[src/hw/rtl/sg3_pkg.sv]
// Shared types, constants and helpers for the 3x3 Sobel gradient core.
package sg3_pkg;

  localparam int unsigned MAX_WIDTH_DEF  = 1024;
  localparam int unsigned MAX_HEIGHT_DEF = 1024;

  localparam int unsigned CFG_DATA_W  = 11;
  localparam int unsigned CFG_INDEX_W = 2;
  localparam int unsigned DIM_W       = 13;
  localparam int unsigned PIX_W       = 8;
  localparam int unsigned RAW_W       = 11;
  localparam int unsigned SUM_W       = 12;

  localparam logic [CFG_INDEX_W-1:0] CFG_FRAME_WIDTH   = 2'd0;
  localparam logic [CFG_INDEX_W-1:0] CFG_FRAME_HEIGHT  = 2'd1;
  localparam logic [CFG_INDEX_W-1:0] CFG_GRADIENT_AXIS = 2'd2;

  localparam logic [CFG_DATA_W-1:0] FRAME_WIDTH_RST  = 11'd640;
  localparam logic [CFG_DATA_W-1:0] FRAME_HEIGHT_RST = 11'd480;
  localparam logic [DIM_W-1:0]      DIM_MIN          = 13'd3;

  localparam logic OP_PIXEL = 1'b0;
  localparam logic AXIS_X   = 1'b0;

  localparam int unsigned FIFO_DEPTH   = 4;
  localparam int unsigned FIFO_PTR_W   = $clog2(FIFO_DEPTH);
  localparam int unsigned FIFO_LEVEL_W = $clog2(FIFO_DEPTH + 1);

  typedef struct packed {
    logic col0;
    logic col1;
    logic emit;
    logic last;
    logic top;
    logic bot;
  } sg3_flags_t;

  typedef struct packed {
    logic [2:0][2:0][PIX_W-1:0] pix;
    logic                       axis;
    logic                       last;
  } sg3_entry_t;

  typedef struct packed {
    logic                    empty;
    logic [FIFO_LEVEL_W-1:0] level;
  } sg3_fifo_status_t;

  function automatic logic [DIM_W-1:0] clamp_dim(input logic [CFG_DATA_W-1:0] v,
                                                 input logic [DIM_W-1:0] hi);
    logic [DIM_W-1:0] x;
    x = DIM_W'(v);
    if (x < DIM_MIN) begin
      x = DIM_MIN;
    end else if (x > hi) begin
      x = hi;
    end
    return x;
  endfunction

  function automatic logic signed [SUM_W-1:0] ext_pix(input logic [PIX_W-1:0] v);
    return $signed({{(SUM_W - PIX_W){1'b0}}, v});
  endfunction

endpackage

[src/hw/rtl/sg3_fifo.sv]
// Short request queue between the window front end and the arithmetic back end.
module sg3_fifo import sg3_pkg::*; (
  input  logic             clk_i,
  input  logic             rst_ni,
  input  logic             push_i,
  input  sg3_entry_t       push_data_i,
  input  logic             pop_i,
  output sg3_entry_t       head_o,
  output sg3_fifo_status_t status_o
);

  sg3_entry_t              mem_q [FIFO_DEPTH];
  logic [FIFO_PTR_W-1:0]   wr_ptr_q, wr_ptr_d;
  logic [FIFO_PTR_W-1:0]   rd_ptr_q, rd_ptr_d;
  logic [FIFO_LEVEL_W-1:0] level_q, level_d;

  always_comb begin
    wr_ptr_d = wr_ptr_q;
    rd_ptr_d = rd_ptr_q;
    level_d  = level_q;
    if (push_i) begin
      wr_ptr_d = (wr_ptr_q == FIFO_PTR_W'(FIFO_DEPTH - 1)) ? '0 : wr_ptr_q + 1'b1;
    end
    if (pop_i) begin
      rd_ptr_d = (rd_ptr_q == FIFO_PTR_W'(FIFO_DEPTH - 1)) ? '0 : rd_ptr_q + 1'b1;
    end
    if (push_i && !pop_i) begin
      level_d = level_q + 1'b1;
    end else if (pop_i && !push_i) begin
      level_d = level_q - 1'b1;
    end
  end

  always_ff @(posedge clk_i or negedge rst_ni) begin
    if (!rst_ni) begin
      wr_ptr_q <= '0;
      rd_ptr_q <= '0;
      level_q  <= '0;
    end else begin
      wr_ptr_q <= wr_ptr_d;
      rd_ptr_q <= rd_ptr_d;
      level_q  <= level_d;
    end
  end

  always_ff @(posedge clk_i) begin
    if (push_i) begin
      mem_q[wr_ptr_q] <= push_data_i;
    end
  end

  assign head_o         = mem_q[rd_ptr_q];
  assign status_o.level = level_q;
  assign status_o.empty = (level_q == '0);

`ifndef SYNTHESIS
  a_no_overflow: assert property (@(posedge clk_i) disable iff (!rst_ni)
    push_i |-> (level_q != FIFO_LEVEL_W'(FIFO_DEPTH)))
    else $error("Request pushed into a full queue.");

  a_no_underflow: assert property (@(posedge clk_i) disable iff (!rst_ni)
    pop_i |-> (level_q != '0))
    else $error("Request popped from an empty queue.");

  a_level_up: assert property (@(posedge clk_i) disable iff (!rst_ni)
    (push_i && !pop_i) |=> (level_q == $past(level_q) + 1'b1))
    else $error("Queue level did not follow a push.");

  a_level_down: assert property (@(posedge clk_i) disable iff (!rst_ni)
    (pop_i && !push_i) |=> (level_q == $past(level_q) - 1'b1))
    else $error("Queue level did not follow a pop.");
`endif

endmodule

[config.mk]
export PLATFORM = sky130hd
export DESIGN_NAME = sg3_fifo
export DESIGN_NICKNAME = d
export VERILOG_FILES = /design/src/hw/rtl/sg3_pkg.sv /design/src/hw/rtl/sg3_fifo.sv
export SDC_FILE = /design/constraint.sdc
export NUM_CORES = 1
export LEC_CHECK = 0
export ABC_AREA = 1
export BUFFER_PORTS_ARGS = -buffer_cell sky130_fd_sc_hd__buf_4
export CAP_MARGIN = 20
export CORE_UTILIZATION = 55
export DETAILED_ROUTE_END_ITERATION = 12
export GPL_ROUTABILITY_DRIVEN = 0
export GPL_TIMING_DRIVEN = 0
export PLACE_DENSITY_LB_ADDON = 0.1
export SLEW_MARGIN = 30
export SYNTH_ARGS = -nofsm -noshare
export SYNTH_HDL_FRONTEND = slang
export SYNTH_SLANG_ARGS = --single-unit
[constraint.sdc]
create_clock -name clk_i -period 3.2 [get_ports clk_i]
set_input_delay 0.16 -clock clk_i [delete_from_list [all_inputs] [get_ports clk_i]]
set_output_delay 0.16 -clock clk_i [all_outputs]
set_load 0.02 [all_outputs]
==> results of run 1 <==
-- how the worst min path moves through the flow --
stage	to	slack, ns	cells past startpoint
after global routing	mem_q[0][1]	0.35	2
after CTS	mem_q[3][13]	0.34	2
after floorplan	level_q[0]	-0.14	0
final	mem_q[3][68]	0.36	2
after detailed placement	level_q[1]	-0.02	1
after global placement	level_q[0]	-0.02	1
-- state kept, by name, summed over array words and instances, names as in the netlist --
name / flops
rd_ptr_q: 2
wr_ptr_q: 2
mem_q: 296
level_q: 3
-- layer usage --
metal / share of wire (%) / global-route usage [%] / vias up
li1: - / - / 3737
met1: 42 / 30.14 / 3663
met2: 50 / 39.63 / 223
met3: 5.3 / 3.593 / 45
met4: 2.4 / 7.525 / 0
met5: 0 / 0 / -
-- cell families after synthesis --
group,Yosys count,synth area share [%]
xor gates and xnor gates,1,0.07114
and+or+nand+nor,242,7.418
DFF,303,73.61
buffers and inverters,209,8.129
adders and majority gates,7,0.7723
AOI/OAI and AO/OA,152,9.999
-- through the flow --
step | TNS [ns] | cell area, µm² | setup slack [ns]
6_report | 0 | 15840 | 0.9005
5_1_grt | 0 | 15840 | 0.7419
4_1_cts | 0 | 15840 | 0.8668
3_5_place_dp | 0 | 13960 | 1.448
3_3_place_gp | -134.80 | 13830 | -0.5141
2_1_floorplan | 0 | 12310 | 0.6767
-- critical path: stages (launching register included) --
cell      delay [ns]
dfrtp_1         0.42
inv_4           0.17
clkbuf_1        0.49
nand2_1         0.13
o211ai_1        0.13
nand2_1         0.09
buf_4           0.16
-- power by group --
group / total (W) / internal, W / switching (W)
Clock: 0.00382 / 0.00240 / 0.00142
Sequential: 0.00526 / 0.00508 / 0.000173
Combinational: 0.00538 / 0.00200 / 0.00338
Total: 0.0145 / 0.00948 / 0.00498
-- layout make-up --
cell class | instances | area, µm² | share of cell area (%)
multi-input cells | 402 | 2248 | 14.19
repair buffers | 237 | 2054 | 12.97
clock inverters | 18 | 270.3 | 1.706
clock buffers | 38 | 832.0 | 5.253
inverters | 161 | 626.9 | 3.957
flip-flops and latches | 303 | 9064 | 57.22
well taps | 280 | 350.3 | 2.212
plain buffers | 48 | 394.1 | 2.488
-- cell usage in the layout, fill, tap and decap left out, drive strengths merged --
cell type,n
fa,1
o211ai,148
clkinvlp,3
o21ai,4
nand4,1
nor2,2
buf,198
inv,161
dlygate4sd3,78
clkinv,8
nor3,1
edfxtp,296
clkbuf,47
xnor2,1
ha,6
nand3,1
bufinv,7
nand2,237
dfrtp,7
==> flow_summary.yaml, run 1 <==
setup_path:
  reg2regPathDepth: 5
  cp-endpoint: "head_o[15]"
  worstSetupStartpointType: "flip-flop"
  endpoint_kind: "primary output"
  arrival_ns: 2.14
  critPathMaxFanout: 10
  reg2reg_slack_ns: 1.45
  required_ns: 3.04
  cp-startpoint: "rd_ptr_q[0]"
  path_class: "flip-flop to primary output"
  r2r_start: "wr_ptr_q[0]"
  reg2reg_to: "mem_q[2][37]"
sta:
  relSlewSlack_pct: 60.59
  fin_hold_ws_ns: 0.3619
  hold_viol: 0
  max_slew.worst_pin.slew_ns: 0.5911
  final-max-slew-violation-count: 0
  post-route-period-util_pct: 71.86
  setup_viol: 0
  clock-skew-final_ns: 0.009227
  fmax_mhz: 434.9
  min_period_ns: 2.299
  rsz0062_at_grt: "false"
logic_synthesis:
  synth.most_common_cell: "edfxtp_1"
  netlist_area_um2: 12310
  synthArstFlopShare_pct: 2.310
  synth_flop_cell: "edfxtp_1"
  synth-seq-cells: 303
  synthTopCellsByArea: "edfxtp_1 (72%), o211ai_1 (7.8%), nand2_1 (7.2%), inv_1 (4.9%), buf_6 (2.4%)"
  synth_sequential_area_ratio_pct: 73.61
  synthDistinctLibCells: 19
  ys_top_cells_by_count: "edfxtp_1 (296), nand2_1 (237), inv_1 (160)"
  synth-edff-count: 296
  synthesis.nets: 999
  yosysTopAreaCell: "edfxtp_1"
  synth_cells: 914
  syn_avg_cell_area_um2: 13.47
  synthesis.yosys.warnings: 0
  netlist.area_leader.share_pct: 72.19
placed_design:
  hpwl_um: 15100
  place_inst: 1353
  portBuffers: 155
worst_hold_path:
  hold_class: "input port to flip-flop"
  min_from: "push_data_i[68]"
routing:
  wl_um: 26160
  avgViaCountPerCell: 5.157
  drcViolationCount: 0
  vias: 7668
  wire_per_inst_um: 17.59
  firstDrtPassIters: 4
  drtIter0Drc: 423
  ant_nets: 0
clock_network:
  insertion_delay_ns: 0.54
  cts_resized: 0
  clk_pin_slew_worst_paths_ns: 0.06
  cts_buffers: 30
  postCtsHoldBufs: 78
  post_cts_buffers: 0
  cts.sinks: 303
  clock_path_buffers: 3
  cts_tree: "done"
  ctsHtreeMaxLevel: 1
  root_buffer: "clkbuf_16"
floorplan:
  die_height_um: 151.6
  dieArea_um2: 22990
  ios: 156
  coreArea_um2: 21890
  rows: 54
  initial_core_util_pct: 56.25
  chipWidth_um: 151.6
finish:
  antenna_cells: 0
  drive_gt1_share_pct: 22.62
  final_core_util_pct: 72.36
  n_fill_cell: 1447
  syn2layout_area_growth_pct: 28.65
  finalNonFillerCells: 1487
  fin_nets: 1268
global_routing:
  antenna_found_initial: 0
  grt_overflow: 0
  grt_start_max_net_pins: 57
  track_usage_pct: 23.06
  grt_pass1_vias: 7493
  grt_first_pass_wirelength_um: 39670
power_and_ir_drop:
  powerDensity_nw_per_um2: 912.8
  vdd_ir_drop_max_mv: 0.5537
  total_power_w: 0.01446
  leakage_nw: 6.501
job:
  cap_viol_max_count: 0
status:
  status: "complete, no violations"
Power figures use the tool's default switching activity.
==> run 2: changes to the inputs <==
clock period = 2.2 ns   (was 3.2 ns; I/O delays follow)
==> run 2 against run 1 <==
Compared with the run above:
- sequential power rose by 45%
- register-to-register slack got worse by 1.3 ns
- final cell count rose by 0.40%
- clock skew rose by 0.00074 ns
- first-iteration DRC count fell by 5.0%
- largest power group unchanged
- clock power rose by 29%
- non-clock buffer count rose by 8
- die area did not move
- count of clock-buffer cells in the layout rose by 1
- critical path depth rose by 1
==> flow_summary.yaml, run 2 (synthesis results as in run 1) <==
routing:
  wire_per_inst_um: 17.65
  drcViolationCount: 0
  vias: 7723
  drtIter0Drc: 402
  wl_um: 26350
  firstDrtPassIters: 5
  avgViaCountPerCell: 5.173
  ant_nets: 0
worst_hold_path:
  hold_depth: 2
  hold_class: "input port to flip-flop"
sta:
  setup_viol: 0
  fmax_mhz: 476.1
  fin_ws_ns: 0.09954
  clock-skew-final_ns: 0.009965
  rsz0062_at_grt: "false"
  min_period_ns: 2.100
  tns_ns: 0
  max_slew.worst_pin.slew_ns: 0.6185
  relSlewSlack_pct: 58.68
  final-max-slew-violation-count: 0
  post-route-period-util_pct: 95.48
  hold_viol: 0
setup_path:
  cp-endpoint: "head_o[5]"
  required_ns: 2.09
  path_class: "flip-flop to primary output"
  endpoint_kind: "primary output"
  reg2reg_slack_ns: 0.13
  critPathMaxFanout: 10
  arrival_ns: 1.99
  worstSetupStartpointType: "flip-flop"
  cp-startpoint: "rd_ptr_q[0]"
  reg2reg_to: "mem_q[2][22]"
  r2r_start: "wr_ptr_q[0]"
  reg2regPathDepth: 6
finish:
  layout_commonest_cell: "edfxtp_1"
  antenna_cells: 0
  syn2layout_area_growth_pct: 28.97
  largest_reg_flops: 296
  finalNonFillerCells: 1493
  drive_gt1_share_pct: 22.92
  n_fill_cell: 1489
  reg_top3: "mem_q x296, level_q x3"
  fin_nets: 1277
  largest-register: "mem_q"
  final_cell_mix: "edfxtp_1 (296), nand2_1 (237), buf_4 (159), inv_1 (156), o211ai_1 (128)"
  final_core_util_pct: 72.54
power_and_ir_drop:
  leakage_nw: 6.510
  powerDensity_nw_per_um2: 1298
  vdd_ir_drop_max_mv: 0.7137
  total_power_w: 0.02061
clock_network:
  insertion_delay_ns: 0.55
  ctsHtreeMaxLevel: 1
  cts_tree: "done"
  cts_buffers: 31
  root_buffer: "clkbuf_16"
  clk_pin_slew_worst_paths_ns: 0.06
  clock_path_buffers: 3
  post_cts_buffers: 0
  cts.sinks: 303
global_routing:
  grt_start_max_net_pins: 25
  grt_overflow: 0
  antenna_found_initial: 0
  grt_pass1_vias: 7639
  track_usage_pct: 23.30
  grt_first_pass_wirelength_um: 39750
placed_design:
  place_inst: 1361
  place_ws_ns: 0.1177
  hpwl_um: 16190
  portBuffers: 155
job:
  cap_viol_max_count: 0
status:
  status: "complete, no violations"
floorplan:
  die_height_um: 151.6
  coreArea_um2: 21890
  dieArea_um2: 22990
  chipWidth_um: 151.6
  ios: 156
  rows: 54
  initial_core_util_pct: 56.25
run 2: changes by cell type in the layout (fill, tap and decap cells not counted), moves of 2 or more:
cell / before / now
buf_4: 156 / 159
clkbuf_4: 0 / 3
clkinv_1: 2 / 7
buf_2: 12 / 6
bufinv_16: 7 / 3
clkbuf_1: 13 / 9
clkbuf_8: 3 / 0
inv_6: 4 / 1
clkinv_2: 6 / 4
buf_12: 0 / 7
clkbuf_2: 0 / 8
run 2: layout make-up:
type                    instances  area (µm²)  share of cell area [%]
inverters                     161       621.8                   3.916
repair buffers                245        2222                   13.99
clock buffers                  39       805.8                   5.074
well taps                     280       350.3                   2.206
clock inverters                15       145.1                  0.9140
multi-input cells             402        2248                   14.16
flip-flops and latches        303        9064                   57.08
plain buffers                  48       422.9                   2.663
run 2: what timing repair did:
item | 4_1_cts | 5_1_grt
hold buffers | 78 | 0
endpoints found under the setup margin | 32 | 44
endpoints found under the hold margin | 308 | 0
gates resized for setup | 8 | 10
run 2: critical path, stage by stage (launching register included):
cell and delay, ns:
dfrtp_1 0.42, inv_4 0.18, buf_8 0.19, buf_6 0.16
nand2_1 0.07, o211ai_1 0.10, nand2_1 0.13, buf_4 0.18
run 2: where the power goes:
group / internal [W] / switching (W) / total (W)
sequential: 0.00739 / 0.000248 / 0.00764
clock: 0.00291 / 0.00202 / 0.00493
combinational: 0.00309 / 0.00495 / 0.00804
total: 0.0134 / 0.00721 / 0.0206
run 2: metrics by stage:
stage / area, µm² / hold slack (ns)
6_report: 15880 / 0.3052
5_1_grt: 15880 / 0.2925
4_1_cts: 15870 / 0.2866
3_5_place_dp: 14120 / -0.06342
3_3_place_gp: 13840 / -0.06539
2_1_floorplan: 12330 / -0.1856
run 2: worst min-delay path by stage:
stage                   start          end  slack (ns)
3_3_place_gp           rst_ni   level_q[0]       -0.07
6_report       push_data_i[5]  mem_q[1][5]        0.31
3_5_place_dp           rst_ni   level_q[0]       -0.06
5_1_grt        push_data_i[5]  mem_q[3][5]        0.29
4_1_cts        push_data_i[1]  mem_q[2][1]        0.29
2_1_floorplan          rst_ni   level_q[0]       -0.19
run 2: routing by layer:
metal / part of all wire [%] / vias to the layer above / GRT usage (%)
li1: - / 3748 / -
met1: 41 / 3746 / 28.75
met2: 52 / 189 / 42.33
met3: 5.3 / 40 / 3.383
met4: 1.9 / 0 / 7.129
met5: 0 / - / 0
==> run 3: changes to the inputs <==
PLACE_DENSITY = 0.83   (was unset)
PLACE_DENSITY_LB_ADDON = unset   (was 0.1)
==> run 3 against run 2 <==
Compared with the run above:
- design area down 0.22%
- worst setup slack better by 0.029 ns
- non-clock buffer count shrank 1
- wire length rose by 3.7%
- count of clock-buffer cells in the layout is 2 lower
- critical endpoint is now head_o[50]
- largest power group unchanged
==> flow_summary.yaml, run 3 (synthesis results as in run 1) <==
status:
  status: "complete, no violations"
setup_path:
  arrival_ns: 1.96
  cp_top_family: "buffers and inverters"
  critPathMaxStageDelay_ns: 0.42
  path_class: "flip-flop to primary output"
  r2r_start: "wr_ptr_q[0]"
  cp.depth: 7
  critPathMaxFanout: 10
  cp-startpoint: "rd_ptr_q[0]"
  worstSetupStartpointType: "flip-flop"
  reg2reg_to: "mem_q[0][17]"
  endpoint_kind: "primary output"
  reg2reg_slack_ns: 0.15
  cp-endpoint: "head_o[50]"
  path_cells: "inv_4 -> buf_6 -> buf_6 -> nand2_1 -> o211ai_1 -> nand2_1 -> buf_4"
  reg2regPathDepth: 6
  critical_path_buf_inv_count: 4
  required_ns: 2.09
  cp_slowest_cell: "dfrtp_1"
power_and_ir_drop:
  p_switching_w: 0.007271
  power_frac_seq_pct: 37.3
  p_int_w: 0.01326
  clock_power_share_pct: 23.5
  combPwrFrac_pct: 39.2
  vdd_ir_drop_max_mv: 0.9220
  powerDensity_nw_per_um2: 1296
  leakage_nw: 6.487
  sw_frac_of_total_pct: 35.42
sta:
  hold_viol: 0
  post-route-period-util_pct: 94.18
  setup_viol: 0
  final-max-slew-violation-count: 0
  rsz0062_at_grt: "false"
  relSlewSlack_pct: 59.06
  clock-skew-final_ns: 0.007519
  max_slew.worst_pin.slew_ns: 0.6129
  min_period_ns: 2.072
  fin_hold_ws_ns: 0.3127
  fmax_mhz: 482.6
finish:
  largest_reg_flops: 296
  fin_nets: 1275
  final_cell_mix: "edfxtp_1 (296), nand2_1 (237), buf_4 (158), inv_1 (156), o211ai_1 (128)"
  n_fill_cell: 1357
  drive_gt1_share_pct: 23.08
  final_core_util_pct: 72.38
  layout_commonest_cell: "edfxtp_1"
  multi_input_area_um2: 2248
  reg_top3: "mem_q x296, level_q x3"
  syn2layout_area_growth_pct: 28.69
  regArea_um2: 9064
  largest-register: "mem_q"
job:
  cap_viol_max_count: 0
routing:
  drcViolationCount: 0
  avgViaCountPerCell: 5.270
  firstDrtPassIters: 4
  wire_per_inst_um: 18.30
  ant_nets: 0
  drtIter0Drc: 443
  vias: 7874
  wl_um: 27340
global_routing:
  grt_pass1_vias: 8073
  grt_first_pass_wirelength_um: 41380
  grt_overflow: 0
  antenna_found_initial: 1
  grt_start_max_net_pins: 28
  track_usage_pct: 24.10
floorplan:
  ios: 156
  die_height_um: 151.6
  chipWidth_um: 151.6
  dieArea_um2: 22990
  rows: 54
  coreArea_um2: 21890
  initial_core_util_pct: 56.25
clock_network:
  cts_tree: "done"
  clk_pin_slew_worst_paths_ns: 0.06
  cts_buffers: 30
  ctsHtreeMaxLevel: 1
  clock_path_buffers: 3
  insertion_delay_ns: 0.54
  cts.sinks: 303
  root_buffer: "clkbuf_16"
placed_design:
  portBuffers: 155
  hpwl_um: 16560
worst_hold_path:
  min_from: "push_data_i[8]"
  hold_class: "input port to flip-flop"
run 3: how the worst min path moves through the flow:
stage,to,cells past startpoint
after detailed placement,level_q[0],1
after floorplan,level_q[0],0
after global routing,mem_q[0][58],2
after CTS,mem_q[0][12],2
final,mem_q[3][8],2
after global placement,level_q[0],1
run 3: repair_timing:
action	in CTS	in global routing
resized for setup	6	10
hold buffers	78	0
pin swaps	0	0
endpoints found under the setup margin	13	41
hold endpoints to repair	308	0
buffers inserted	0	0
run 3: layout make-up:
cell class	instances	area share (%)
inverters	161	3.925
plain buffers	48	2.637
flip-flops and latches	303	57.20
diodes	1	0.01579
well taps	280	2.211
clock buffers	37	5.038
clock inverters	18	0.8844
multi-input cells	402	14.19
repair buffers	244	13.90
run 3: through the flow:
stage	total power [W]	setup TNS, ns	area [µm²]	std cells	worst slack, ns
finish	0.02053	0	15850	1494	0.1281
global route	0.02154	0	15850	1494	0.01195
CTS	0.02060	-0.005588	15830	1493	-0.003577
detailed placement	0.01565	0	14100	1360	0.1282
global placement	0.01526	-239.13	13840	1349	-0.8969
floorplan	0.01239	0	12330	914	0.01613
run 3: power by group through the flow:
stage | clock [W] | sequential [W] | combinational (W)
6_report | 0.00482 | 0.00766 | 0.00804
5_1_grt | 0.00511 | 0.00773 | 0.00870
4_1_cts | 0.00489 | 0.00766 | 0.00805
3_5_place_dp | 0 | 0.00777 | 0.00788
3_3_place_gp | 0 | 0.00780 | 0.00746
2_1_floorplan | 0 | 0.00778 | 0.00461
run 3: layer usage:
layer,up-vias,GRT usage [%],part of all wire [%]
met1,3823,29.04,39
met5,-,0,0
met3,50,3.263,5.7
li1,3743,-,-
met2,258,44.34,53
met4,0,8.218,2.5
