`src/hw/rtl/sg3_pkg.sv`:
```
// Shared types, constants and helpers for the 3x3 Sobel gradient core.
package sg3_pkg;

  localparam int unsigned MAX_WIDTH_DEF  = 1024;
  localparam int unsigned MAX_HEIGHT_DEF = 1024;

  localparam int unsigned CFG_DATA_W  = 11;
  localparam int unsigned CFG_INDEX_W = 2;
  localparam int unsigned DIM_W       = 13;
  localparam int unsigned PIX_W       = 8;
  localparam int unsigned RAW_W       = 11;
  localparam int unsigned SUM_W       = 12;

  localparam logic [CFG_INDEX_W-1:0] CFG_FRAME_WIDTH   = 2'd0;
  localparam logic [CFG_INDEX_W-1:0] CFG_FRAME_HEIGHT  = 2'd1;
  localparam logic [CFG_INDEX_W-1:0] CFG_GRADIENT_AXIS = 2'd2;

  localparam logic [CFG_DATA_W-1:0] FRAME_WIDTH_RST  = 11'd640;
  localparam logic [CFG_DATA_W-1:0] FRAME_HEIGHT_RST = 11'd480;
  localparam logic [DIM_W-1:0]      DIM_MIN          = 13'd3;

  localparam logic OP_PIXEL = 1'b0;
  localparam logic AXIS_X   = 1'b0;

  localparam int unsigned FIFO_DEPTH   = 4;
  localparam int unsigned FIFO_PTR_W   = $clog2(FIFO_DEPTH);
  localparam int unsigned FIFO_LEVEL_W = $clog2(FIFO_DEPTH + 1);

  typedef struct packed {
    logic col0;
    logic col1;
    logic emit;
    logic last;
    logic top;
    logic bot;
  } sg3_flags_t;

  typedef struct packed {
    logic [2:0][2:0][PIX_W-1:0] pix;
    logic                       axis;
    logic                       last;
  } sg3_entry_t;

  typedef struct packed {
    logic                    empty;
    logic [FIFO_LEVEL_W-1:0] level;
  } sg3_fifo_status_t;

  function automatic logic [DIM_W-1:0] clamp_dim(input logic [CFG_DATA_W-1:0] v,
                                                 input logic [DIM_W-1:0] hi);
    logic [DIM_W-1:0] x;
    x = DIM_W'(v);
    if (x < DIM_MIN) begin
      x = DIM_MIN;
    end else if (x > hi) begin
      x = hi;
    end
    return x;
  endfunction

  function automatic logic signed [SUM_W-1:0] ext_pix(input logic [PIX_W-1:0] v);
    return $signed({{(SUM_W - PIX_W){1'b0}}, v});
  endfunction

endpackage

```
`src/hw/rtl/sg3_back.sv`:
```
// Back end: kernel sum of a queued window and the output register.
module sg3_back import sg3_pkg::*; (
  input  logic                    clk_i,
  input  logic                    rst_ni,
  input  sg3_fifo_status_t        fifo_status_i,
  input  sg3_entry_t              head_i,
  output logic                    pop_o,
  output logic                    out_valid_o,
  input  logic                    out_stall_i,
  output logic signed [RAW_W-1:0] gradient_raw_o,
  output logic [PIX_W-1:0]        gradient_byte_o,
  output logic                    last_in_frame_o
);

  logic                    out_valid_q, out_valid_d;
  logic signed [SUM_W-1:0] sum;
  logic signed [RAW_W-1:0] raw_q;
  logic                    last_q;

  always_comb begin
    if (head_i.axis == AXIS_X) begin
      sum = (ext_pix(head_i.pix[0][2]) - ext_pix(head_i.pix[0][0]))
          + ((ext_pix(head_i.pix[1][2]) - ext_pix(head_i.pix[1][0])) <<< 1)
          + (ext_pix(head_i.pix[2][2]) - ext_pix(head_i.pix[2][0]));
    end else begin
      sum = (ext_pix(head_i.pix[2][0]) + (ext_pix(head_i.pix[2][1]) <<< 1)
          + ext_pix(head_i.pix[2][2]))
          - (ext_pix(head_i.pix[0][0]) + (ext_pix(head_i.pix[0][1]) <<< 1)
          + ext_pix(head_i.pix[0][2]));
    end
  end

  assign pop_o = !fifo_status_i.empty && (!out_valid_q || !out_stall_i);

  always_comb begin
    out_valid_d = out_valid_q;
    if (pop_o) begin
      out_valid_d = 1'b1;
    end else if (!out_stall_i) begin
      out_valid_d = 1'b0;
    end
  end

  always_ff @(posedge clk_i or negedge rst_ni) begin
    if (!rst_ni) begin
      out_valid_q <= 1'b0;
    end else begin
      out_valid_q <= out_valid_d;
    end
  end

  always_ff @(posedge clk_i) begin
    if (pop_o) begin
      raw_q  <= sum[RAW_W-1:0];
      last_q <= head_i.last;
    end
  end

  assign out_valid_o     = out_valid_q;
  assign gradient_raw_o  = raw_q;
  assign gradient_byte_o = raw_q[PIX_W-1:0];
  assign last_in_frame_o = last_q;

endmodule

```
`config.mk`:
```
export PLATFORM = sky130hd
export DESIGN_NAME = sg3_back
export DESIGN_NICKNAME = d
export VERILOG_FILES = /design/src/hw/rtl/sg3_pkg.sv /design/src/hw/rtl/sg3_back.sv
export SDC_FILE = /design/constraint.sdc
export NUM_CORES = 1
export LEC_CHECK = 0
export ABC_AREA = 1
export BUFFER_PORTS_ARGS = -buffer_cell sky130_fd_sc_hd__buf_2
export CAP_MARGIN = 10
export CORE_AREA = 3 3 102 79
export DETAILED_ROUTE_END_ITERATION = 10
export DIE_AREA = 0 0 105 82
export PLACE_DENSITY_LB_ADDON = 0.3
export SYNTH_ARGS = -nofsm -noshare
export SYNTH_HDL_FRONTEND = slang
export SYNTH_SLANG_ARGS = --single-unit
```
`constraint.sdc`:
```
create_clock -name clk_i -period 4.6 [get_ports clk_i]
set_clock_uncertainty 0.15 [all_clocks]
set_input_delay 0.23 -clock clk_i [delete_from_list [all_inputs] [get_ports clk_i]]
set_output_delay 0.23 -clock clk_i [all_outputs]
set_load 0.02 [all_outputs]
```
==> flow_summary.json, run 1 <==
{
  "worstReg2RegEnd": "gradient_raw_o[9]",
  "path_buf_inv": 3,
  "wl_per_cell_um": 11.4,
  "synth_top_area_share_pct": 24.9,
  "hp-class": "in2reg",
  "timing.hold.ws_ns": 0.0186,
  "cts_tree": "built",
  "max_slew_margin_pct": 19.9,
  "synthTopCellsByArea": "fa_1 (25%), ha_1 (16%), inv_1 (14%)",
  "tightestPinTransition_ns": 1.20,
  "diodes": 0,
  "dr_total_vias": 3077,
  "syn_area_um2": 3540,
  "crit_type": "in2reg",
  "fin_nets": 729,
  "avgViaCountPerCell": 4.68,
  "slew_viol_final": 0,
  "p_int_uw": 835,
  "nFillCells": 731,
  "synth_fp_nets": 641,
  "chipHeight_um": 82,
  "grt_pass1_wl_um": 13000,
  "row_count": 27,
  "finalSetupTns_ns": 0,
  "synth_ff_type": "edfxtp_1",
  "core_um2": 7230,
  "grt_pass1_vias": 3126,
  "root_buffer": "clkbuf_8",
  "drt_iter0_drc": 196,
  "max_stage_delay_ns": 0.51,
  "crit_path_max_fanout": 5,
  "cp.arrival_ns": 3.21,
  "dp_hpwl_um": 6900,
  "seqPwrFrac_pct": 11.5,
  "p_total_uw": 1790,
  "reg2regPathDepth": 1,
  "gp_congestion": 0.832,
  "cts_inserted_buffers": 3,
  "rsz0062_at_grt": "false",
  "start_util_pct": 49.0,
  "fin_crit_ns": 3.37,
  "grt_max_degree": 14,
  "holdPathStages": 2,
  "r2r_slack_ns": 2.76,
  "ir_worst_vdd_uv": 170,
  "grt-ovfl-total": 0,
  "reg2reg_from": "out_valid_o",
  "clock_sinks": 13,
  "syn_avg_cell_area_um2": 7.54,
  "powerDensity_nw_per_um2": 435,
  "hold_end": "out_valid_o",
  "crit_path_start_kind": "input pin",
  "final_common_cell": "inv_1",
  "cpMostUsedCell": "nand2_1",
  "critPathSlowestCell": "fa_1",
  "die_area_um2": 8610,
  "grt.total_usage_pct": 18.2,
  "synth_edf_count": 12,
  "hold_viol_final": 0,
  "ctsHoldBuffers": 1,
  "fp.dieW_um": 105,
  "synth_cell_types": 29,
  "clock_latency_ns": 0.23,
  "h-tree-depth": 1,
  "cts_resized": 0,
  "drive_above_1_share_pct": 18.7,
  "drv_cap": 0,
  "status": "complete, no violations",
  "antenna_found_initial": 0,
  "fin_cells": 658,
  "clkPwrFrac_pct": 5.4,
  "final_cell_mix": "inv_1 (135), nand2_1 (92), buf_2 (91)",
  "post_cts_buffers": 0,
  "ys_ff_latch": 13,
  "place_inst": 653,
  "synth_cells": 470,
  "area_growth_pct": 16.1,
  "seq_area_frac_synth_pct": 10.9,
  "synth_warnings": 0,
  "async_reset_ff_share_pct": 7.69,
  "critPathRequiredTime_ns": 4.44,
  "power_switching_uw": 957,
  "share_comb_of_total_power_pct": 83.1,
  "antenna_left": 0,
  "cp-end-kind": "flip-flop",
  "fmax_mhz": 297,
  "routed_wl_um": 7490,
  "finalSetupViolCount": 0,
  "port_buffers": 91,
  "fin_util_pct": 56.9,
  "clk_pin_slew_worst_paths_ns": 0.05,
  "clk_path_buf_depth": 2,
  "p_leak_uw": 0.00242,
  "min_from": "fifo_status_i[3]",
  "cpLargestDelayFamily": "adder cells",
  "drt-pass1-iter-count": 4,
  "drc": 0,
  "switching_share_pct": 53.4,
  "period_share_pct": 73.3,
  "yosysTopAreaCell": "fa_1",
  "ios": 103,
  "path_cells": "buf_2, inv_1, ha_1, inv_1, fa_1, nand4_1, nand3_1, nand2_1, nand2_1, o21ai_0, fa_1, ha_1, nand2_1, nor2_1, nand3_1, nand3_1, nand2_1, nand3_1, nand2_1"
}
==> per-layer routing <==
metal	part of all wire, %	track usage, %	vias to the layer above
met2	46	33.4	85
met5	0	0	-
met4	1.3	3.28	0
li1	-	-	1608
met1	46	23.2	1374
met3	6.2	2.59	10
==> flip-flops by register name, summed over array words and instances (netlist names) <==
signal           cells
gradient_raw_o      11
last_in_frame_o      1
out_valid_o          1
==> metrics by stage <==
stage | setup WS, ns | area (um^2)
2_1_floorplan | 1.36 | 3540
3_3_place_gp | 1.07 | 4060
3_5_place_dp | 0.973 | 4060
4_1_cts | 1.23 | 4120
5_1_grt | 0.946 | 4120
6_report | 1.23 | 4120
==> cell usage after synthesis (6+ instances only) <==
master and count:
inv_1 135, nand2_1 92, ha_1 46, fa_1 44, nand3_1 27, a21oi_1 21
nor2_1 17, xnor2_1 13, edfxtp_1 12, buf_4 8, o21ai_0 8, xor2_1 8
nand4_1 6
==> worst max path at each step <==
stage	depth (start not counted)	start	to
global route	19	head_i[18]	gradient_raw_o[10]
CTS	19	head_i[18]	gradient_raw_o[10]
detailed placement	19	head_i[18]	gradient_raw_o[10]
global placement	19	head_i[18]	gradient_raw_o[10]
floorplan	13	head_i[4]	gradient_raw_o[7]
finish	19	head_i[18]	gradient_raw_o[10]
==> kinds of logic (layout without fill, tap and decap cells) <==
logic type               count (synthesis)  in the layout  synth area share, %
adder cells (fa/ha/maj)                 90             90                 41.1
AND/OR/NAND/NOR                        151            151                 18.1
AO/OA/AOI/OAI                           49             49                 8.33
buffers and inverters                  146            233                 16.3
XOR/XNOR                                21             21                 5.19
flip-flops                              13             13                 10.9
==> area by class of cell <==
cell class | instances | area (um^2) | share of cell area [%]
Inverter | 137 | 514 | 12.5
Sequential cell | 13 | 385 | 9.36
Timing Repair Buffer | 92 | 465 | 11.3
Clock buffer | 4 | 45.0 | 1.09
Tap cell | 101 | 126 | 3.07
Multi-Input combinational cell | 311 | 2580 | 62.7
==> power groups by stage <==
stage	Clock, uW	Combinational (uW)	Sequential [uW]
detailed placement	0	1490	209
finish	96.6	1490	206
global placement	0	1450	207
floorplan	0	1130	257
CTS	101	1500	207
global route	107	1730	212
Note: power is estimated with default switching activity, not from simulation.
==> inputs of run 2 (changes only) <==
- ABC_AREA: 1 -> 0
- clock period: 4.6 -> 3.1 ns (I/O delays scaled with it)
==> run 2 against run 1 <==
  * The flow now finishes with violations (negative setup slack)
  * First-iteration DRC count down 44%
  * Cell count up 5.9%
  * Cell area up 29%
  * Hold slack better by 0.071 ns
  * Count of clock-buffer cells in the layout unchanged
  * Power up 120%
  * Die area unchanged
  * Via count up 9.3%
  * Sequential power up 59%
  * Critical path depth up 1
==> flow_summary.json, run 2 <==
{
  "synth_cells": 399,
  "ir_worst_vdd_uv": 339,
  "start_util_pct": 48.0,
  "synth_common_cells": "inv_1 (117), ha_1 (46), fa_1 (44)",
  "rsz0062_at_grt": "true",
  "setup.worst_path.start": "head_i[66]",
  "worstReg2RegEnd": "out_valid_o",
  "p_leak_uw": 0.00280,
  "synth_cell_types": 47,
  "drive_above_1_share_pct": 46.6,
  "dr_total_vias": 3362,
  "cp.arrival_ns": 3.56,
  "synth_ff_type": "edfxtp_1",
  "seq_area_frac_synth_pct": 11.1,
  "tightestPinTransition_ns": 0.416,
  "finalSetupViolCount": 6,
  "clock_sinks": 13,
  "synth_top_family_by_area": "adder cells",
  "synth_most_common_cell": "inv_1",
  "reg2regPathDepth": 3,
  "cts_tree": "built",
  "powerDensity_nw_per_um2": 742,
  "fin_crit_ns": 3.60,
  "period_share_pct": 116,
  "critPathSlowestCell": "fa_1",
  "cp-end-kind": "flip-flop",
  "synth_xor_area_share_pct": 6.06,
  "crit_type": "in2reg",
  "synth_fp_nets": 570,
  "drc": 0,
  "max_slew_margin_pct": 72.3,
  "synth-simple-area-share_pct": 8.66,
  "hp-class": "in2async",
  "reg2reg_from": "out_valid_o",
  "antenna_left": 0,
  "hold_viol_final": 0,
  "nFillCells": 543,
  "fin_nets": 768,
  "setup_ws_ns": -0.505,
  "grt_pass1_wl_um": 15200,
  "dpl_cell_area_um2": 4840,
  "die_area_um2": 8610,
  "synth_edf_count": 12,
  "multi_input_area_um2": 2940,
  "muxShareOfSynthArea_pct": 1.23,
  "syn_area_um2": 3470,
  "row_count": 27,
  "fin_util_pct": 73.6,
  "diodes": 0,
  "h-tree-depth": 1,
  "slew_viol_final": 0,
  "ios": 103,
  "grt.total_usage_pct": 21.7,
  "p_total_uw": 3950,
  "status": "finished, violations left",
  "area_growth_pct": 53.4,
  "grt_pass1_vias": 3495,
  "synthAdderAreaFrac_pct": 42.0,
  "drt-pass1-iter-count": 4,
  "final_common_cell": "buf_4",
  "async_reset_ff_share_pct": 7.69,
  "final_cell_mix": "buf_4 (106), inv_1 (104), buf_2 (86)",
  "grt-ovfl-total": 0,
  "drt_iter0_drc": 109,
  "violations": "negative setup slack",
  "root_buffer": "clkbuf_8",
  "avgViaCountPerCell": 4.82,
  "clk_pin_slew_worst_paths_ns": 0.05,
  "wl_per_cell_um": 13.3,
  "synthTopCellsByArea": "fa_1 (25%), ha_1 (17%), inv_1 (13%)",
  "grt_max_degree": 24,
  "synth_compound_area_share_pct": 15.8,
  "yosysTopAreaCell": "fa_1",
  "largest_reg_flops": 11,
  "synth_warnings": 0,
  "path_cells": "buf_12, inv_12, ha_4, inv_2, fa_2, a21o_1, a21oi_2, buf_4, o21bai_1, a211o_1, nand2_2, fa_1, inv_2, ha_4, o21a_1, buf_4, o21ai_0, a32oi_2, nor3_2, a22o_1",
  "chipHeight_um": 82,
  "port_buffers": 91,
  "syn_avg_cell_area_um2": 8.69,
  "finalSetupTns_ns": -1.64,
  "fp.dieW_um": 105,
  "crit_path_start_kind": "input pin",
  "timing.hold.ws_ns": 0.0895,
  "synth_top_area_share_pct": 25.4,
  "dp_hpwl_um": 7640,
  "final_cell_area_um2": 5320,
  "max_stage_delay_ns": 0.41,
  "clk_path_buf_depth": 2,
  "crit_path_max_fanout": 2,
  "clock_latency_ns": 0.23,
  "fmax_mhz": 277,
  "r2r_slack_ns": 1.80,
  "gp_congestion": 0.807,
  "critPathRequiredTime_ns": 3.06,
  "drv_cap": 0,
  "final-seq-area_um2": 385,
  "cts_inserted_buffers": 3,
  "ys_ff_latch": 13,
  "antenna_found_initial": 0,
  "routed_wl_um": 9280,
  "core_um2": 7230
}
==> run 2: timing repair <==
item	4_1_cts	5_1_grt
gates resized for setup	37	20
hold buffers	4	0
pin swaps	45	22
hold endpoints to repair	3	0
setup buffers	9	6
setup endpoints to repair	7	7
==> run 2: worst max-delay path by stage <==
stage                                   end  slack [ns]  depth (start not counted)
after floorplan           gradient_raw_o[8]       -0.38                         17
after global placement    gradient_raw_o[8]       -0.66                         18
after detailed placement  gradient_raw_o[8]       -0.83                         17
after CTS                 gradient_raw_o[8]       -0.42                         19
after global routing      gradient_raw_o[8]       -0.66                         20
final                     gradient_raw_o[8]       -0.50                         20
==> run 2: per-stage QoR <==
| step | worst slack, ns | cells |
|---|---|---|
| 2_1_floorplan | -0.380 | 399 |
| 3_3_place_gp | -0.663 | 674 |
| 6_report | -0.505 | 697 |
| 3_5_place_dp | -0.830 | 674 |
| 4_1_cts | -0.416 | 691 |
| 5_1_grt | -0.658 | 697 |
==> run 2: critical path: cells and delay by family <==
family                     cells  cell delay [ns]
AOI/OAI and AO/OA              8             1.53
adders and majority gates      4             1.07
buffers and inverters          6             0.54
and+or+nand+nor                2             0.25
==> run 2: final cells by class <==
| cell class | count | area share, % |
|---|---|---|
| Clock buffer | 4 | 0.847 |
| Tap cell | 101 | 2.38 |
| Multi-Input combinational cell | 259 | 55.3 |
| Inverter | 117 | 8.77 |
| Sequential cell | 13 | 7.25 |
| Timing Repair Buffer | 203 | 25.5 |
==> run 2: per-layer routing <==
layer | track usage (%) | wire length [um]
met4 | 3.01 | 113
met1 | 26.2 | 3850
met2 | 43.1 | 4790
met3 | 2.44 | 513
met5 | 0 | 0
==> run 2: kinds of logic after synthesis <==
kind of cell | count (synthesis)
adder cells (fa/ha/maj) | 90
AND/OR/NAND/NOR | 60
flip-flops | 13
AO/OA/AOI/OAI | 81
multiplexers | 4
buffers and inverters | 127
XOR/XNOR | 24
==> run 2: report_power, final <==
part	internal [uW]	total (uW)	switching (uW)
clock	90.4	145	55.1
sequential	303	328	25.0
combinational	1750	3470	1730
total	2140	3950	1810
==> inputs of run 3 (changes only) <==
- ABC_AREA: 0 -> 1
- CORE_AREA: 3 3 102 79 -> 3 3 103 80
- DIE_AREA: 0 0 105 82 -> 0 0 106 83
==> run 3 against run 2 <==
  * The flow now finishes without violations
  * Sequential cell count stayed put
  * Core utilization decreased by 3.8 points
  * Fmax grew 17%
  * Cell count up 4.6%
  * Count of clock-buffer cells in the layout unchanged
  * Sequential share of layout area increased by 0.32 points
  * Clock power about the same
  * First-iteration DRC count is 20% higher
  * Power shrank 2.7%
  * Non-clock buffer count shrank 40
  * Critical endpoint is now gradient_raw_o[5]
  * Largest cell class unchanged
  * Largest power group unchanged
  * Highest routed layer unchanged
==> flow_summary.json, run 3 (synthesized netlist as in run 1, its figures left out) <==
{
  "status": "complete, no violations",
  "ios": 103,
  "critPathRequiredTime_ns": 2.93,
  "crit_path_max_fanout": 3,
  "seqPwrFrac_pct": 7.9,
  "crit_type": "in2reg",
  "switching_share_pct": 49.4,
  "chipHeight_um": 83,
  "final_common_cell": "inv_1",
  "hold_viol_final": 0,
  "crit_path_start_kind": "input pin",
  "power_switching_uw": 1900,
  "root_buffer": "clkbuf_8",
  "largest_reg_flops": 11,
  "max_slew_margin_pct": 77.0,
  "row_count": 27,
  "drt-pass1-iter-count": 5,
  "drv_cap": 0,
  "fin_cells": 729,
  "clkPwrFrac_pct": 3.8,
  "drive_above_1_share_pct": 39.0,
  "final_cell_mix": "inv_1 (122), buf_2 (89), nand2_1 (81)",
  "cpLargestDelayFamily": "adder cells",
  "h-tree-depth": 1,
  "port_buffers": 91,
  "gp_congestion": 0.914,
  "rsz0062_at_grt": "true",
  "path_cells": "buf_8, inv_4, fa_1, inv_1, fa_1, inv_2, fa_1, inv_2, fa_2, nand3_2, nand2_4, xor2_1, nand2_1, nand2_1",
  "fp.dieW_um": 106,
  "clock_latency_ns": 0.24,
  "dp_slack_ns": -0.328,
  "fin_nets": 800,
  "worstReg2RegEnd": "out_valid_o",
  "diodes": 0,
  "dp_hpwl_um": 7740,
  "cts_inserted_buffers": 3,
  "place_inst": 716,
  "die_area_um2": 8800,
  "cts_tree": "built",
  "max_stage_delay_ns": 0.57,
  "ir_worst_vdd_uv": 346,
  "setup_ws_ns": 0.0254,
  "grt_max_degree": 14,
  "grt-ovfl-total": 0,
  "drt_iter0_drc": 131,
  "avgViaCountPerCell": 4.79,
  "core_um2": 7300,
  "grt_pass1_vias": 3510,
  "share_comb_of_total_power_pct": 88.2,
  "path_buf_inv": 5,
  "hp-class": "in2async",
  "final_cell_area_um2": 5090,
  "drc": 0,
  "dpl_cell_area_um2": 4550,
  "cp-end-kind": "flip-flop",
  "grt_pass1_wl_um": 14900,
  "finalSetupViolCount": 0,
  "clk_path_buf_depth": 2,
  "area_growth_pct": 43.8,
  "p_int_uw": 1940,
  "antenna_left": 0,
  "reg2reg_from": "out_valid_o",
  "grt.total_usage_pct": 20.2,
  "r2r_slack_ns": 1.80,
  "slew_viol_final": 0,
  "wl_per_cell_um": 12.9,
  "start_util_pct": 48.6,
  "routed_wl_um": 9390,
  "cpMostUsedCell": "fa_1",
  "cp.arrival_ns": 2.91,
  "period_share_pct": 99.2,
  "fmax_mhz": 325,
  "dr_total_vias": 3492,
  "clk_pin_slew_worst_paths_ns": 0.05,
  "fin_crit_ns": 3.07,
  "p_leak_uw": 0.00280,
  "antenna_found_initial": 0,
  "critPathSlowestCell": "fa_1",
  "tightestPinTransition_ns": 0.342,
  "reg2regPathDepth": 3,
  "clock_sinks": 13,
  "powerDensity_nw_per_um2": 754
}
==> run 3: area by class of cell <==
class                      count  area [um^2]
clock buffer                   4         45.0
inverter                     137          517
fill                         608         2200
sequential                    13          385
tap                          101          126
multi-input combinational    311         3000
timing repair buffer         163         1020
==> run 3: repair_timing <==
item	4_1_cts	5_1_grt
gates resized for setup	10	75
endpoints found under the setup margin	5	7
endpoints found under the hold margin	3	0
hold buffers	4	0
pin swaps	4	62
setup buffers	0	5
==> run 3: worst max-delay path by stage <==
stage	startpoint	endpoint	slack (ns)	cells past startpoint
4_1_cts	head_i[6]	gradient_raw_o[7]	0.01	14
5_1_grt	head_i[68]	gradient_raw_o[7]	-0.04	15
6_report	head_i[68]	gradient_raw_o[5]	0.03	14
2_1_floorplan	head_i[4]	gradient_raw_o[7]	-0.001	13
3_3_place_gp	head_i[66]	gradient_raw_o[10]	-0.30	19
3_5_place_dp	head_i[66]	gradient_raw_o[10]	-0.33	19
==> run 3: routing by layer <==
metal  GRT usage (%)  wire, um  vias up
met2            36.7      4750      135
met1            26.3      3980     1598
met4            2.59       114        0
met3            2.49       547       16
li1                -         -     1743
met5               0         0        -
==> run 3: per-stage QoR <==
stage / hold slack [ns] / utilization (%) / total power (uW) / TNS (ns)
CTS: 0.0680 / 64.2 / 3150 / 0
floorplan: -0.291 / - / 2090 / -0.00121
detailed placement: -0.218 / 62.3 / 2900 / -2.01
finish: 0.0690 / 69.8 / 3840 / 0
global placement: -0.220 / 62.3 / 2830 / -1.64
global route: 0.0909 / 69.8 / 4200 / -0.248
==> run 3: power groups by stage <==
stage / sequential, uW / combinational [uW] / clock, uW
after floorplan: 381 / 1700 / 0
after global placement: 307 / 2520 / 0
after detailed placement: 309 / 2590 / 0
after CTS: 306 / 2690 / 153
after global routing: 312 / 3720 / 166
final: 305 / 3390 / 148
